### src/hw/rtl/cnfp_pkg.sv
// ----------------------------------------------------------------------------
// cnfp_pkg
// Types, limits and codes shared by the crossing number feature point blocks.
// ----------------------------------------------------------------------------
package cnfp_pkg;

  localparam int MAX_WIDTH   = 128;
  localparam int MAX_HEIGHT  = 256;
  localparam int MAX_POINTS  = 48;

  localparam int PIX_W       = 8;
  localparam int COL_W       = 7;
  localparam int ROW_W       = 8;
  localparam int CNT_W       = 6;
  localparam int FW_W        = 8;
  localparam int FH_W        = 9;
  localparam int CFG_IDX_W   = 1;
  localparam int CFG_DATA_W  = 9;
  localparam int SUM_W       = 11;

  localparam int QUEUE_DEPTH = 4;
  localparam int QPTR_W      = 2;

  // register indexes
  localparam logic [CFG_IDX_W-1:0] REG_FRAME_WIDTH  = 1'd0;
  localparam logic [CFG_IDX_W-1:0] REG_FRAME_HEIGHT = 1'd1;

  localparam logic [FW_W-1:0] FRAME_WIDTH_RST  = 8'd90;
  localparam logic [FH_W-1:0] FRAME_HEIGHT_RST = 9'd160;

  // crossing sum: line end, or branch and beyond
  localparam logic [SUM_W-1:0] SUM_END    = 11'd2;
  localparam logic [SUM_W-1:0] SUM_BRANCH = 11'd6;

  // record kinds between front and back
  localparam logic [1:0] REC_CLEAR   = 2'd0;
  localparam logic [1:0] REC_POINT   = 2'd1;
  localparam logic [1:0] REC_SUMMARY = 2'd2;

  // clockwise ring over the 3x3 window, row-major indexes
  localparam logic [7:0][3:0] RING = {4'd3, 4'd6, 4'd7, 4'd8, 4'd5, 4'd2, 4'd1, 4'd0};

  typedef struct packed {
    logic [PIX_W-1:0] pixel;
    logic             frame_start;
  } pix_t;

  typedef struct packed {
    logic [ROW_W-1:0] point_row;
    logic [COL_W-1:0] point_col;
    logic             is_summary;
    logic [CNT_W-1:0] point_count;
    logic             overflow;
    logic             last;
  } res_t;

  typedef struct packed {
    logic [1:0]       kind;
    logic [ROW_W-1:0] row;
    logic [COL_W-1:0] col;
    logic             feat_after;
    logic             summ_after;
  } rec_t;

  typedef logic [8:0][PIX_W-1:0] win_t;

  function automatic logic is_feature(input win_t w);
    logic [7:0][SUM_W-1:0] d;
    logic [SUM_W-1:0] sum;
    logic [PIX_W-1:0] a;
    logic [PIX_W-1:0] b;
    for (int k = 0; k < 8; k++) begin
      a    = w[RING[k]];
      b    = w[RING[(k + 1) & 7]];
      d[k] = SUM_W'((a > b) ? (a - b) : (b - a));
    end
    // adder tree
    sum = ((d[0] + d[1]) + (d[2] + d[3])) + ((d[4] + d[5]) + (d[6] + d[7]));
    return (w[4] != '0) && ((sum == SUM_END) || (sum >= SUM_BRANCH));
  endfunction

endpackage

### src/hw/rtl/cnfp_front.sv
// ----------------------------------------------------------------------------
// cnfp_front
// Raster position, line buffers, 3x3 window and crossing number checks.
// Emits clear and point records; walks the bottom row at the end of a frame, then emits a summary record.
// ----------------------------------------------------------------------------
module cnfp_front (
  input  logic                        clk,
  input  logic                        rst,
  input  logic                        push,
  output logic                        full,
  input  cnfp_pkg::pix_t              pixel_data,
  input  logic [cnfp_pkg::FW_W-1:0]   frame_width,
  input  logic [cnfp_pkg::FH_W-1:0]   frame_height,
  output logic                        rec_valid,
  output cnfp_pkg::rec_t              rec,
  input  logic                        rec_ready
);
  import cnfp_pkg::*;

  localparam logic [1:0] ST_PIPE  = 2'd0;
  localparam logic [1:0] ST_PRIME = 2'd1;
  localparam logic [1:0] ST_FLUSH = 2'd2;
  localparam logic [1:0] ST_SUMM  = 2'd3;

  logic [1:0]       state;
  logic [ROW_W-1:0] row_pos;
  logic [COL_W-1:0] col_pos;

  logic [COL_W-1:0] wlast;
  logic [ROW_W-1:0] hlast;
  logic             accept;
  logic [ROW_W-1:0] rs;
  logic [COL_W-1:0] cs;
  logic [COL_W-1:0] c;
  logic             eol;
  logic             eof;

  // line buffers
  logic [PIX_W-1:0] up_mem  [MAX_WIDTH];
  logic [PIX_W-1:0] mid_mem [MAX_WIDTH];
  logic [PIX_W-1:0] up_q;
  logic [PIX_W-1:0] mid_q;
  logic             rd_en;
  logic [COL_W-1:0] rd_addr;
  logic             byp;
  logic [PIX_W-1:0] byp_up;
  logic [PIX_W-1:0] byp_mid;

  // item stage
  logic             b_valid;
  logic [PIX_W-1:0] b_px;
  logic [ROW_W-1:0] b_row;
  logic [COL_W-1:0] b_col;
  logic             b_start;
  logic             b_eol;
  logic             b_eof;
  logic [COL_W-1:0] b_wlast;
  logic [2:0]       b_done;
  logic [PIX_W-1:0] b_up;
  logic [PIX_W-1:0] b_mid;
  logic [2:0][PIX_W-1:0] col_old;
  logic [2:0][PIX_W-1:0] col_new;
  win_t             win1;
  win_t             win2;
  logic             feat1;
  logic             feat2;
  logic             n_clr;
  logic             n_p1;
  logic             n_p2;
  logic             b_any;
  logic             b_rest;
  logic             b_retire;
  rec_t             b_rec;

  // bottom row walk
  logic [COL_W-1:0] fl_wlast;
  logic [ROW_W-1:0] fl_row;
  logic [COL_W:0]   fl_k;
  logic [COL_W:0]   fl_end;
  logic [1:0][PIX_W-1:0] fo;
  logic [1:0][PIX_W-1:0] fn;
  logic [PIX_W-1:0] fq_up;
  logic [PIX_W-1:0] fq_mid;
  win_t             fwin;
  logic             f_feat;
  logic             f_step;
  logic             fl_rd;
  logic [COL_W-1:0] fl_rd_addr;
  rec_t             f_rec;
  rec_t             s_rec;

  // effective geometry
  always_comb begin
    if (frame_width == '0) begin
      wlast = '0;
    end else if (frame_width > FW_W'(MAX_WIDTH)) begin
      wlast = COL_W'(MAX_WIDTH - 1);
    end else begin
      wlast = COL_W'(frame_width - FW_W'(1));
    end
    if (frame_height == '0) begin
      hlast = '0;
    end else if (frame_height > FH_W'(MAX_HEIGHT)) begin
      hlast = ROW_W'(MAX_HEIGHT - 1);
    end else begin
      hlast = ROW_W'(frame_height - FH_W'(1));
    end
  end

  assign accept = push && !full;
  assign rs     = pixel_data.frame_start ? '0 : row_pos;
  assign cs     = pixel_data.frame_start ? '0 : col_pos;
  assign c      = (cs > wlast) ? wlast : cs;
  assign eol    = (c == wlast);
  assign eof    = eol && (rs >= hlast);

  // item stage datapath
  always_comb begin
    b_up  = (b_row >= ROW_W'(2)) ? (byp ? byp_up : up_q) : '0;
    b_mid = (b_row != '0) ? (byp ? byp_mid : mid_q) : '0;
    for (int i = 0; i < 3; i++) begin
      win1[3*i]     = (b_col == '0) ? '0 : col_old[i];
      win1[3*i + 1] = (b_col == '0) ? '0 : col_new[i];
    end
    win1[2] = b_up;
    win1[5] = b_mid;
    win1[8] = b_px;
    for (int i = 0; i < 3; i++) begin
      win2[3*i]     = win1[3*i + 1];
      win2[3*i + 1] = win1[3*i + 2];
      win2[3*i + 2] = '0;
    end
  end

  assign feat1 = (b_row != '0) && (b_col != '0) && is_feature(win1);
  assign feat2 = (b_row != '0) && b_eol && is_feature(win2);

  assign n_clr  = b_valid && b_start && !b_done[0];
  assign n_p1   = b_valid && feat1 && !b_done[1];
  assign n_p2   = b_valid && feat2 && !b_done[2];
  assign b_any  = n_clr || n_p1 || n_p2;
  assign b_rest = n_clr ? (n_p1 || n_p2) : (n_p1 && n_p2);
  assign b_retire = b_valid && (state == ST_PIPE) && (!b_any || (rec_ready && !b_rest));

  always_comb begin
    b_rec = '0;
    if (n_clr) begin
      b_rec.kind = REC_CLEAR;
    end else if (n_p1) begin
      b_rec.kind       = REC_POINT;
      b_rec.row        = b_row - ROW_W'(1);
      b_rec.col        = b_col - COL_W'(1);
      b_rec.feat_after = n_p2;
      b_rec.summ_after = b_eof;
    end else begin
      b_rec.kind       = REC_POINT;
      b_rec.row        = b_row - ROW_W'(1);
      b_rec.col        = b_col;
      b_rec.summ_after = b_eof;
    end
  end

  // bottom row walk datapath
  assign fl_end = {1'b0, fl_wlast} + (COL_W+1)'(1);
  assign fq_up  = (fl_k == fl_end) ? '0 : up_q;
  assign fq_mid = (fl_k == fl_end) ? '0 : mid_q;

  always_comb begin
    fwin    = '0;
    fwin[0] = fo[0];
    fwin[1] = fn[0];
    fwin[2] = fq_up;
    fwin[3] = fo[1];
    fwin[4] = fn[1];
    fwin[5] = fq_mid;
  end

  assign f_feat = (state == ST_FLUSH) && (fl_k != '0) && is_feature(fwin);
  assign f_step = (state == ST_FLUSH) && (!f_feat || rec_ready);
  assign fl_rd  = (state == ST_PRIME) || (f_step && (fl_k < {1'b0, fl_wlast}));
  assign fl_rd_addr = (state == ST_PRIME) ? '0 : COL_W'(fl_k + (COL_W+1)'(1));

  always_comb begin
    f_rec            = '0;
    f_rec.kind       = REC_POINT;
    f_rec.row        = fl_row;
    f_rec.col        = COL_W'(fl_k - (COL_W+1)'(1));
    f_rec.summ_after = 1'b1;
    s_rec            = '0;
    s_rec.kind       = REC_SUMMARY;
  end

  always_comb begin
    case (state)
      ST_PIPE: begin
        rec_valid = b_any;
        rec       = b_rec;
      end
      ST_FLUSH: begin
        rec_valid = f_feat;
        rec       = f_rec;
      end
      ST_SUMM: begin
        rec_valid = 1'b1;
        rec       = s_rec;
      end
      default: begin
        rec_valid = 1'b0;
        rec       = s_rec;
      end
    endcase
  end

  assign full = (state != ST_PIPE) || (b_valid && (b_eof || !b_retire));

  // line buffer ports
  assign rd_en   = accept || fl_rd;
  assign rd_addr = accept ? c : fl_rd_addr;

  always_ff @(posedge clk) begin
    if (rd_en) begin
      up_q  <= up_mem[rd_addr];
      mid_q <= mid_mem[rd_addr];
    end
    if (b_retire) begin
      up_mem[b_col]  <= b_mid;
      mid_mem[b_col] <= b_px;
    end
  end

  // control
  always_ff @(posedge clk) begin
    if (rst) begin
      state   <= ST_PIPE;
      row_pos <= '0;
      col_pos <= '0;
      b_valid <= 1'b0;
      b_done  <= '0;
    end else begin
      if (accept) begin
        col_pos <= eol ? '0 : c + COL_W'(1);
        row_pos <= eol ? (eof ? '0 : rs + ROW_W'(1)) : rs;
        b_valid <= 1'b1;
        b_done  <= '0;
      end else if (b_retire) begin
        b_valid <= 1'b0;
        b_done  <= '0;
      end else if (b_valid && (state == ST_PIPE) && rec_ready) begin
        if (n_clr) begin
          b_done[0] <= 1'b1;
        end else if (n_p1) begin
          b_done[1] <= 1'b1;
        end else begin
          b_done[2] <= 1'b1;
        end
      end
      case (state)
        ST_PIPE: begin
          if (b_retire && b_eof) begin
            state <= ST_PRIME;
          end
        end
        ST_PRIME: begin
          state <= ST_FLUSH;
        end
        ST_FLUSH: begin
          if (f_step && (fl_k == fl_end)) begin
            state <= ST_SUMM;
          end
        end
        ST_SUMM: begin
          if (rec_ready) begin
            state <= ST_PIPE;
          end
        end
        default: begin
          state <= ST_PIPE;
        end
      endcase
    end
  end

  // payload
  always_ff @(posedge clk) begin
    if (accept) begin
      b_px    <= pixel_data.pixel;
      b_row   <= rs;
      b_col   <= c;
      b_start <= pixel_data.frame_start;
      b_eol   <= eol;
      b_eof   <= eof;
      b_wlast <= wlast;
      byp     <= b_valid && (c == b_col);
      byp_up  <= b_mid;
      byp_mid <= b_px;
    end
    if (b_retire) begin
      col_old <= (b_col == '0) ? '0 : col_new;
      col_new <= {b_px, b_mid, b_up};
    end
    if (state == ST_PIPE && b_retire && b_eof) begin
      fl_wlast <= b_wlast;
      fl_row   <= b_row;
    end
    if (state == ST_PRIME) begin
      fl_k <= '0;
      fo   <= '0;
      fn   <= '0;
    end else if (f_step) begin
      fo   <= fn;
      fn   <= {fq_mid, fq_up};
      fl_k <= fl_k + (COL_W+1)'(1);
    end
  end

endmodule

### src/hw/rtl/cnfp_queue.sv
// ----------------------------------------------------------------------------
// cnfp_queue
// Short record queue between the classifying front and the counting back.
// ----------------------------------------------------------------------------
module cnfp_queue (
  input  logic           clk,
  input  logic           rst,
  input  logic           in_valid,
  output logic           in_ready,
  input  cnfp_pkg::rec_t in_rec,
  output logic           out_valid,
  input  logic           out_ready,
  output cnfp_pkg::rec_t out_rec
);
  import cnfp_pkg::*;

  rec_t              slots [QUEUE_DEPTH];
  logic [QPTR_W-1:0] wr_ptr;
  logic [QPTR_W-1:0] rd_ptr;
  logic [QPTR_W:0]   fill;
  logic              wr;
  logic              rd;

  assign in_ready  = (fill != (QPTR_W+1)'(QUEUE_DEPTH));
  assign out_valid = (fill != '0);
  assign out_rec   = slots[rd_ptr];
  assign wr        = in_valid && in_ready;
  assign rd        = out_valid && out_ready;

  always_ff @(posedge clk) begin
    if (rst) begin
      wr_ptr <= '0;
      rd_ptr <= '0;
      fill   <= '0;
    end else begin
      if (wr) begin
        wr_ptr <= wr_ptr + QPTR_W'(1);
      end
      if (rd) begin
        rd_ptr <= rd_ptr + QPTR_W'(1);
      end
      if (wr && !rd) begin
        fill <= fill + (QPTR_W+1)'(1);
      end else if (rd && !wr) begin
        fill <= fill - (QPTR_W+1)'(1);
      end
    end
  end

  always_ff @(posedge clk) begin
    if (wr) begin
      slots[wr_ptr] <= in_rec;
    end
  end

endmodule

### src/hw/rtl/cnfp_back.sv
// ----------------------------------------------------------------------------
// cnfp_back
// Applies the point cap, keeps count and overflow, holds the result item.
// ----------------------------------------------------------------------------
module cnfp_back (
  input  logic           clk,
  input  logic           rst,
  input  logic           rec_valid,
  output logic           rec_take,
  input  cnfp_pkg::rec_t rec,
  output logic           empty,
  input  logic           pop,
  output cnfp_pkg::res_t point_data
);
  import cnfp_pkg::*;

  logic [CNT_W-1:0] count;
  logic             ovf;
  logic             out_valid;
  logic             room;
  logic             emits;
  logic [CNT_W-1:0] count_inc;
  res_t             res;

  assign room      = count < CNT_W'(MAX_POINTS);
  assign count_inc = count + CNT_W'(1);
  assign emits     = (rec.kind == REC_SUMMARY) || ((rec.kind == REC_POINT) && room);
  assign rec_take  = rec_valid && (!emits || !out_valid || pop);
  assign empty     = !out_valid;

  always_comb begin
    res = '0;
    if (rec.kind == REC_SUMMARY) begin
      res.is_summary  = 1'b1;
      res.point_count = count;
      res.overflow    = ovf;
      res.last        = 1'b1;
    end else begin
      res.point_row   = rec.row;
      res.point_col   = rec.col;
      res.point_count = count_inc;
      res.overflow    = ovf;
      res.last        = !rec.summ_after &&
                        (!rec.feat_after || (count_inc == CNT_W'(MAX_POINTS)));
    end
  end

  always_ff @(posedge clk) begin
    if (rst) begin
      count     <= '0;
      ovf       <= 1'b0;
      out_valid <= 1'b0;
    end else begin
      if (pop) begin
        out_valid <= 1'b0;
      end
      if (rec_take) begin
        case (rec.kind)
          REC_CLEAR: begin
            count <= '0;
            ovf   <= 1'b0;
          end
          REC_POINT: begin
            if (room) begin
              count     <= count_inc;
              out_valid <= 1'b1;
            end else begin
              ovf <= 1'b1;
            end
          end
          REC_SUMMARY: begin
            count     <= '0;
            ovf       <= 1'b0;
            out_valid <= 1'b1;
          end
          default: begin
          end
        endcase
      end
    end
  end

  always_ff @(posedge clk) begin
    if (rec_take && emits) begin
      point_data <= res;
    end
  end

endmodule

### src/hw/rtl/crossing_number_feature_points.sv
// ----------------------------------------------------------------------------
// crossing_number_feature_points
// Streaming 3x3 crossing number feature point extractor for skeleton frames.
// ----------------------------------------------------------------------------
//  channel     handshake            payload
//  pixels      push / full          pixel_data : pixel, frame_start
//  results     pop / empty          point_data : row, col, summary, count, ...
//  config      cfg_we               cfg_index, cfg_data
//
//  One pixel per clock while full is low. An item that queues more than one
//  record (frame start mark, two points at a row end) holds the input until
//  all of its records are queued.
//  The last pixel of a frame walks the bottom row through the line buffer
//  read port and then sends the summary record; the input is held meanwhile.
//  A 4-entry record queue and the result register absorb stalls on pop.
//  Synchronous reset; line buffers are not cleared, no clearing pass.
// ----------------------------------------------------------------------------
module crossing_number_feature_points (
  input  logic                             clk,
  input  logic                             rst,
  input  logic                             push,
  output logic                             full,
  input  cnfp_pkg::pix_t                   pixel_data,
  output logic                             empty,
  input  logic                             pop,
  output cnfp_pkg::res_t                   point_data,
  input  logic                             cfg_we,
  input  logic [cnfp_pkg::CFG_IDX_W-1:0]   cfg_index,
  input  logic [cnfp_pkg::CFG_DATA_W-1:0]  cfg_data
);
  import cnfp_pkg::*;

  logic [FW_W-1:0] frame_width;
  logic [FH_W-1:0] frame_height;

  logic f_valid;
  logic f_ready;
  rec_t f_rec;
  logic q_valid;
  logic q_take;
  rec_t q_rec;

  always_ff @(posedge clk) begin
    if (rst) begin
      frame_width  <= FRAME_WIDTH_RST;
      frame_height <= FRAME_HEIGHT_RST;
    end else if (cfg_we) begin
      case (cfg_index)
        REG_FRAME_WIDTH:  frame_width  <= cfg_data[FW_W-1:0];
        REG_FRAME_HEIGHT: frame_height <= cfg_data[FH_W-1:0];
        default: begin
        end
      endcase
    end
  end

  cnfp_front u_front (
    .clk          (clk),
    .rst          (rst),
    .push         (push),
    .full         (full),
    .pixel_data   (pixel_data),
    .frame_width  (frame_width),
    .frame_height (frame_height),
    .rec_valid    (f_valid),
    .rec          (f_rec),
    .rec_ready    (f_ready)
  );

  cnfp_queue u_queue (
    .clk       (clk),
    .rst       (rst),
    .in_valid  (f_valid),
    .in_ready  (f_ready),
    .in_rec    (f_rec),
    .out_valid (q_valid),
    .out_ready (q_take),
    .out_rec   (q_rec)
  );

  cnfp_back u_back (
    .clk        (clk),
    .rst        (rst),
    .rec_valid  (q_valid),
    .rec_take   (q_take),
    .rec        (q_rec),
    .empty      (empty),
    .pop        (pop),
    .point_data (point_data)
  );

endmodule
### config.mk
export PLATFORM = sky130hd
export DESIGN_NAME = crossing_number_feature_points
export DESIGN_NICKNAME = d
export VERILOG_FILES = /design/src/hw/rtl/cnfp_pkg.sv /design/src/hw/rtl/cnfp_front.sv /design/src/hw/rtl/cnfp_queue.sv /design/src/hw/rtl/cnfp_back.sv /design/src/hw/rtl/crossing_number_feature_points.sv
export SDC_FILE = /design/constraint.sdc
export NUM_CORES = 2
export LEC_CHECK = 0
export BUFFER_PORTS_ARGS = -buffer_cell sky130_fd_sc_hd__clkbuf_2
export CAP_MARGIN = 20
export CORE_AREA = 2 2 587 589
export CTS_CLUSTER_SIZE = 40
export DETAILED_ROUTE_END_ITERATION = 16
export DIE_AREA = 0 0 589 591
export MAX_ROUTING_LAYER = met4
export SLEW_MARGIN = 20
export SYNTH_ARGS = -nofsm -noshare
export SYNTH_HDL_FRONTEND = slang
export SYNTH_SLANG_ARGS = --single-unit
### constraint.sdc
create_clock -name clk -period 21.5 [get_ports clk]
set_input_delay 4.3 -clock clk [delete_from_list [all_inputs] [get_ports clk]]
set_output_delay 4.3 -clock clk [all_outputs]
set_load 0.02 [all_outputs]
==> impl_metrics.json <==
{
  "async_flop_share": 0,
  "cts_buffers": 239,
  "antenna_found_initial": 14,
  "wl_met1_um": 144600,
  "post-dp-hpwl_um": 221200,
  "clkLatencyLatePin_ns": 0.93,
  "rsz0062_at_grt": "false",
  "numPortBuffers": 49,
  "seqCellArea_sq_mm": 0.07028,
  "synth_nets": 8906,
  "fin_nets": 9056,
  "hold_buffers": 0,
  "grt_overflow": 0,
  "drive_gt1_frac": 0.1063,
  "clock-root-buffer": "clkbuf_16",
  "max_freq_ghz": 0.06192,
  "grt_max_degree": 140,
  "drc": 0,
  "synthFlopType": "edfxtp_1",
  "arrival_ns": 11.85,
  "tns_ns": 0,
  "yosysWarnings": 0,
  "drv_cap": 0,
  "wl_per_cell_um": 26.17,
  "slew_headroom": 0.1236,
  "worst_pin_slew_ns": 1.297,
  "die_area_sq_mm": 0.3481,
  "worstSetupPathType": "flip-flop to output port",
  "ios": 50,
  "vias_per_cell": 5.403,
  "fin_skew_ns": 0.1141,
  "hold_path_class": "flip-flop to flip-flop",
  "setup_viol": 0,
  "cts_htree_levels": 4,
  "drtIter0Drc": 10240,
  "syn_avg_cell_area_sq_um": 12.90,
  "start_util": 0.3181,
  "grt_first_pass_wirelength_um": 498700,
  "die_w_um": 589,
  "min_period_over_period": 0.7512,
  "n_fill_cell": 32510,
  "syn_area_sq_mm": 0.1088,
  "ys_types": 97,
  "cts.clk_slew.worst_paths_ns": 0.07,
  "fin_hold_ws_ns": 0.4187,
  "cp-end-kind": "output port",
  "grt_usage": 0.2014,
  "synth_seq_area_share": 0.6461,
  "drtAntennaViolNets": 0,
  "crit_path_max_fanout": 51,
  "critPathLaunchType": "flip-flop",
  "met3_length_um": 32660,
  "crit_slowest_cell": "a31oi_4",
  "wl_met2_um": 159200,
  "cp.required_ns": 17.20,
  "drt_wl_total_um": 349500,
  "row_count": 215,
  "slowest_delay_ns": 0.67,
  "synth_seq_cells": 2372,
  "highest-signal-layer": "met4",
  "synth_edf_count": 2277,
  "grt_pass1_vias": 68930,
  "drv_slew": 0,
  "multi_input_area_sq_mm": 0.03537,
  "vias": 72160,
  "cts_sinks": 2372,
  "path_buf_inv": 6,
  "syn_inst": 8429,
  "status": "completed",
  "core_area_sq_mm": 0.3419,
  "cts-resized-gates": 0,
  "hold_viol": 0,
  "cts_tree": "done",
  "gp_congestion": 0.9233,
  "syn2layout_area_growth_pct": 13.22,
  "drtPass1Iterations": 7,
  "crit_family": "compound AO/OA/AOI/OAI gates",
  "die_y_um": 591,
  "layout_min_cycle_time_ns": 16.15,
  "cts_buffer_depth": 3,
  "cts_setup_buffers": 0
}
## cell usage after synthesis (54+ instances only)
cell,n,area [sq um]
nor2_1,363,1363
a31oi_1,94,588.1
xnor2_1,136,1191
nor2b_1,75,469.2
inv_1,394,1479
dfxtp_1,95,1902
nand2_1,1563,5867
nand3_1,624,3123
o21ai_0,156,780.8
nand4_1,60,375.4
mux2i_1,303,3033
nor3_1,59,295.3
fa_1,155,3103
buf_2,113,565.5
clkbuf_1,230,863.3
a211oi_1,54,405.4
mux4_2,104,2342
edfxtp_1,2277,68380
a21oi_1,385,1927
ha_1,298,3729
## path summary, 6_finish.rpt
kind | cells after the start | start | endpoint | slack, ns
min reg2reg | 0 | u_front.b_wlast[6]$_DFFE_PP_ | u_front.fl_wlast[6]$_DFFE_PP_ | 0.42
min | 0 | u_front.b_wlast[6]$_DFFE_PP_ | u_front.fl_wlast[6]$_DFFE_PP_ | 0.42
max reg2reg | 42 | u_front.b_col[0]$_DFFE_PP_ | u_front.mid_q[6]$_DFFE_PP_ | 6.13
max | 35 | u_front.b_col[0]$_DFFE_PP_ | full | 5.35
## kinds of logic (layout without fill, tap and decap cells)
group | after synthesis | after routing | synth area share
and+or+nand+nor | 2966 | 2966 | 0.1194
DFF | 2372 | 2372 | 0.6461
AOI/OAI and AO/OA | 1166 | 1166 | 0.06993
buffers and inverters | 828 | 1184 | 0.03194
muxes | 456 | 456 | 0.05476
adders and majority gates | 455 | 455 | 0.06299
xor gates and xnor gates | 185 | 185 | 0.01490
other | 1 | 13 | 0.00003448
## flip-flops by register name (all words and copies together) (netlist names), 8 cells and up, named ones only
name / flops
frame_height: 9
frame_width: 8
u_back.point_data: 24
u_front.b_px: 8
u_front.b_row: 8
u_front.byp_mid: 8
u_front.byp_up: 8
u_front.col_new: 24
u_front.col_old: 24
u_front.fl_k: 8
u_front.fl_row: 8
u_front.fn: 16
u_front.fo: 16
u_front.mid_mem: 1024
u_front.mid_q: 8
u_front.row_pos: 8
u_front.up_mem: 1024
u_front.up_q: 8
u_queue.slots: 76
## final cells by class
class	instances	area share
antenna	12	0.0002438
timing repair buffer	341	0.02064
multi-input combinational	5229	0.2872
tap	4557	0.04630
clock inverter	145	0.01162
inverter	396	0.01223
clock buffer	302	0.05106
sequential	2372	0.5707
## cell usage in the layout (no fill, tap or decap), types with 240 or more instances in the layout
cell       synthesis  final
inv_1            394    384
clkbuf_16          0    240
buf_4             40    281
a21oi_1          385    384
nand2_1         1563   1562
edfxtp_1        2277   2277
mux2i_1          303    300
nand3_1          624    621
ha_1             298    297
nor2_1           363    340
## routing by layer
metal  global-route usage  vias to the layer above
li1                     -                    31260
met1               0.2719                    36590
met2               0.3078                     3730
met3              0.03299                      576
met4              0.06935                        0
met5                    -                        -
## per-stage QoR
step | util | area (sq um) | cells | worst slack, ns
after global placement | 0.3371 | 115300 | 12890 | 5.336
after CTS | 0.3600 | 123100 | 13340 | 5.289
after detailed placement | 0.3374 | 115400 | 12900 | 6.282
after floorplan | - | 108800 | 8429 | 7.538
after global routing | 0.3602 | 123200 | 13350 | 4.398
final | 0.3602 | 123200 | 13350 | 5.349
Power is left out: the tool's default activity adds up to more than one toggle a clock period on the data nets, which glitch-free logic cannot reach.
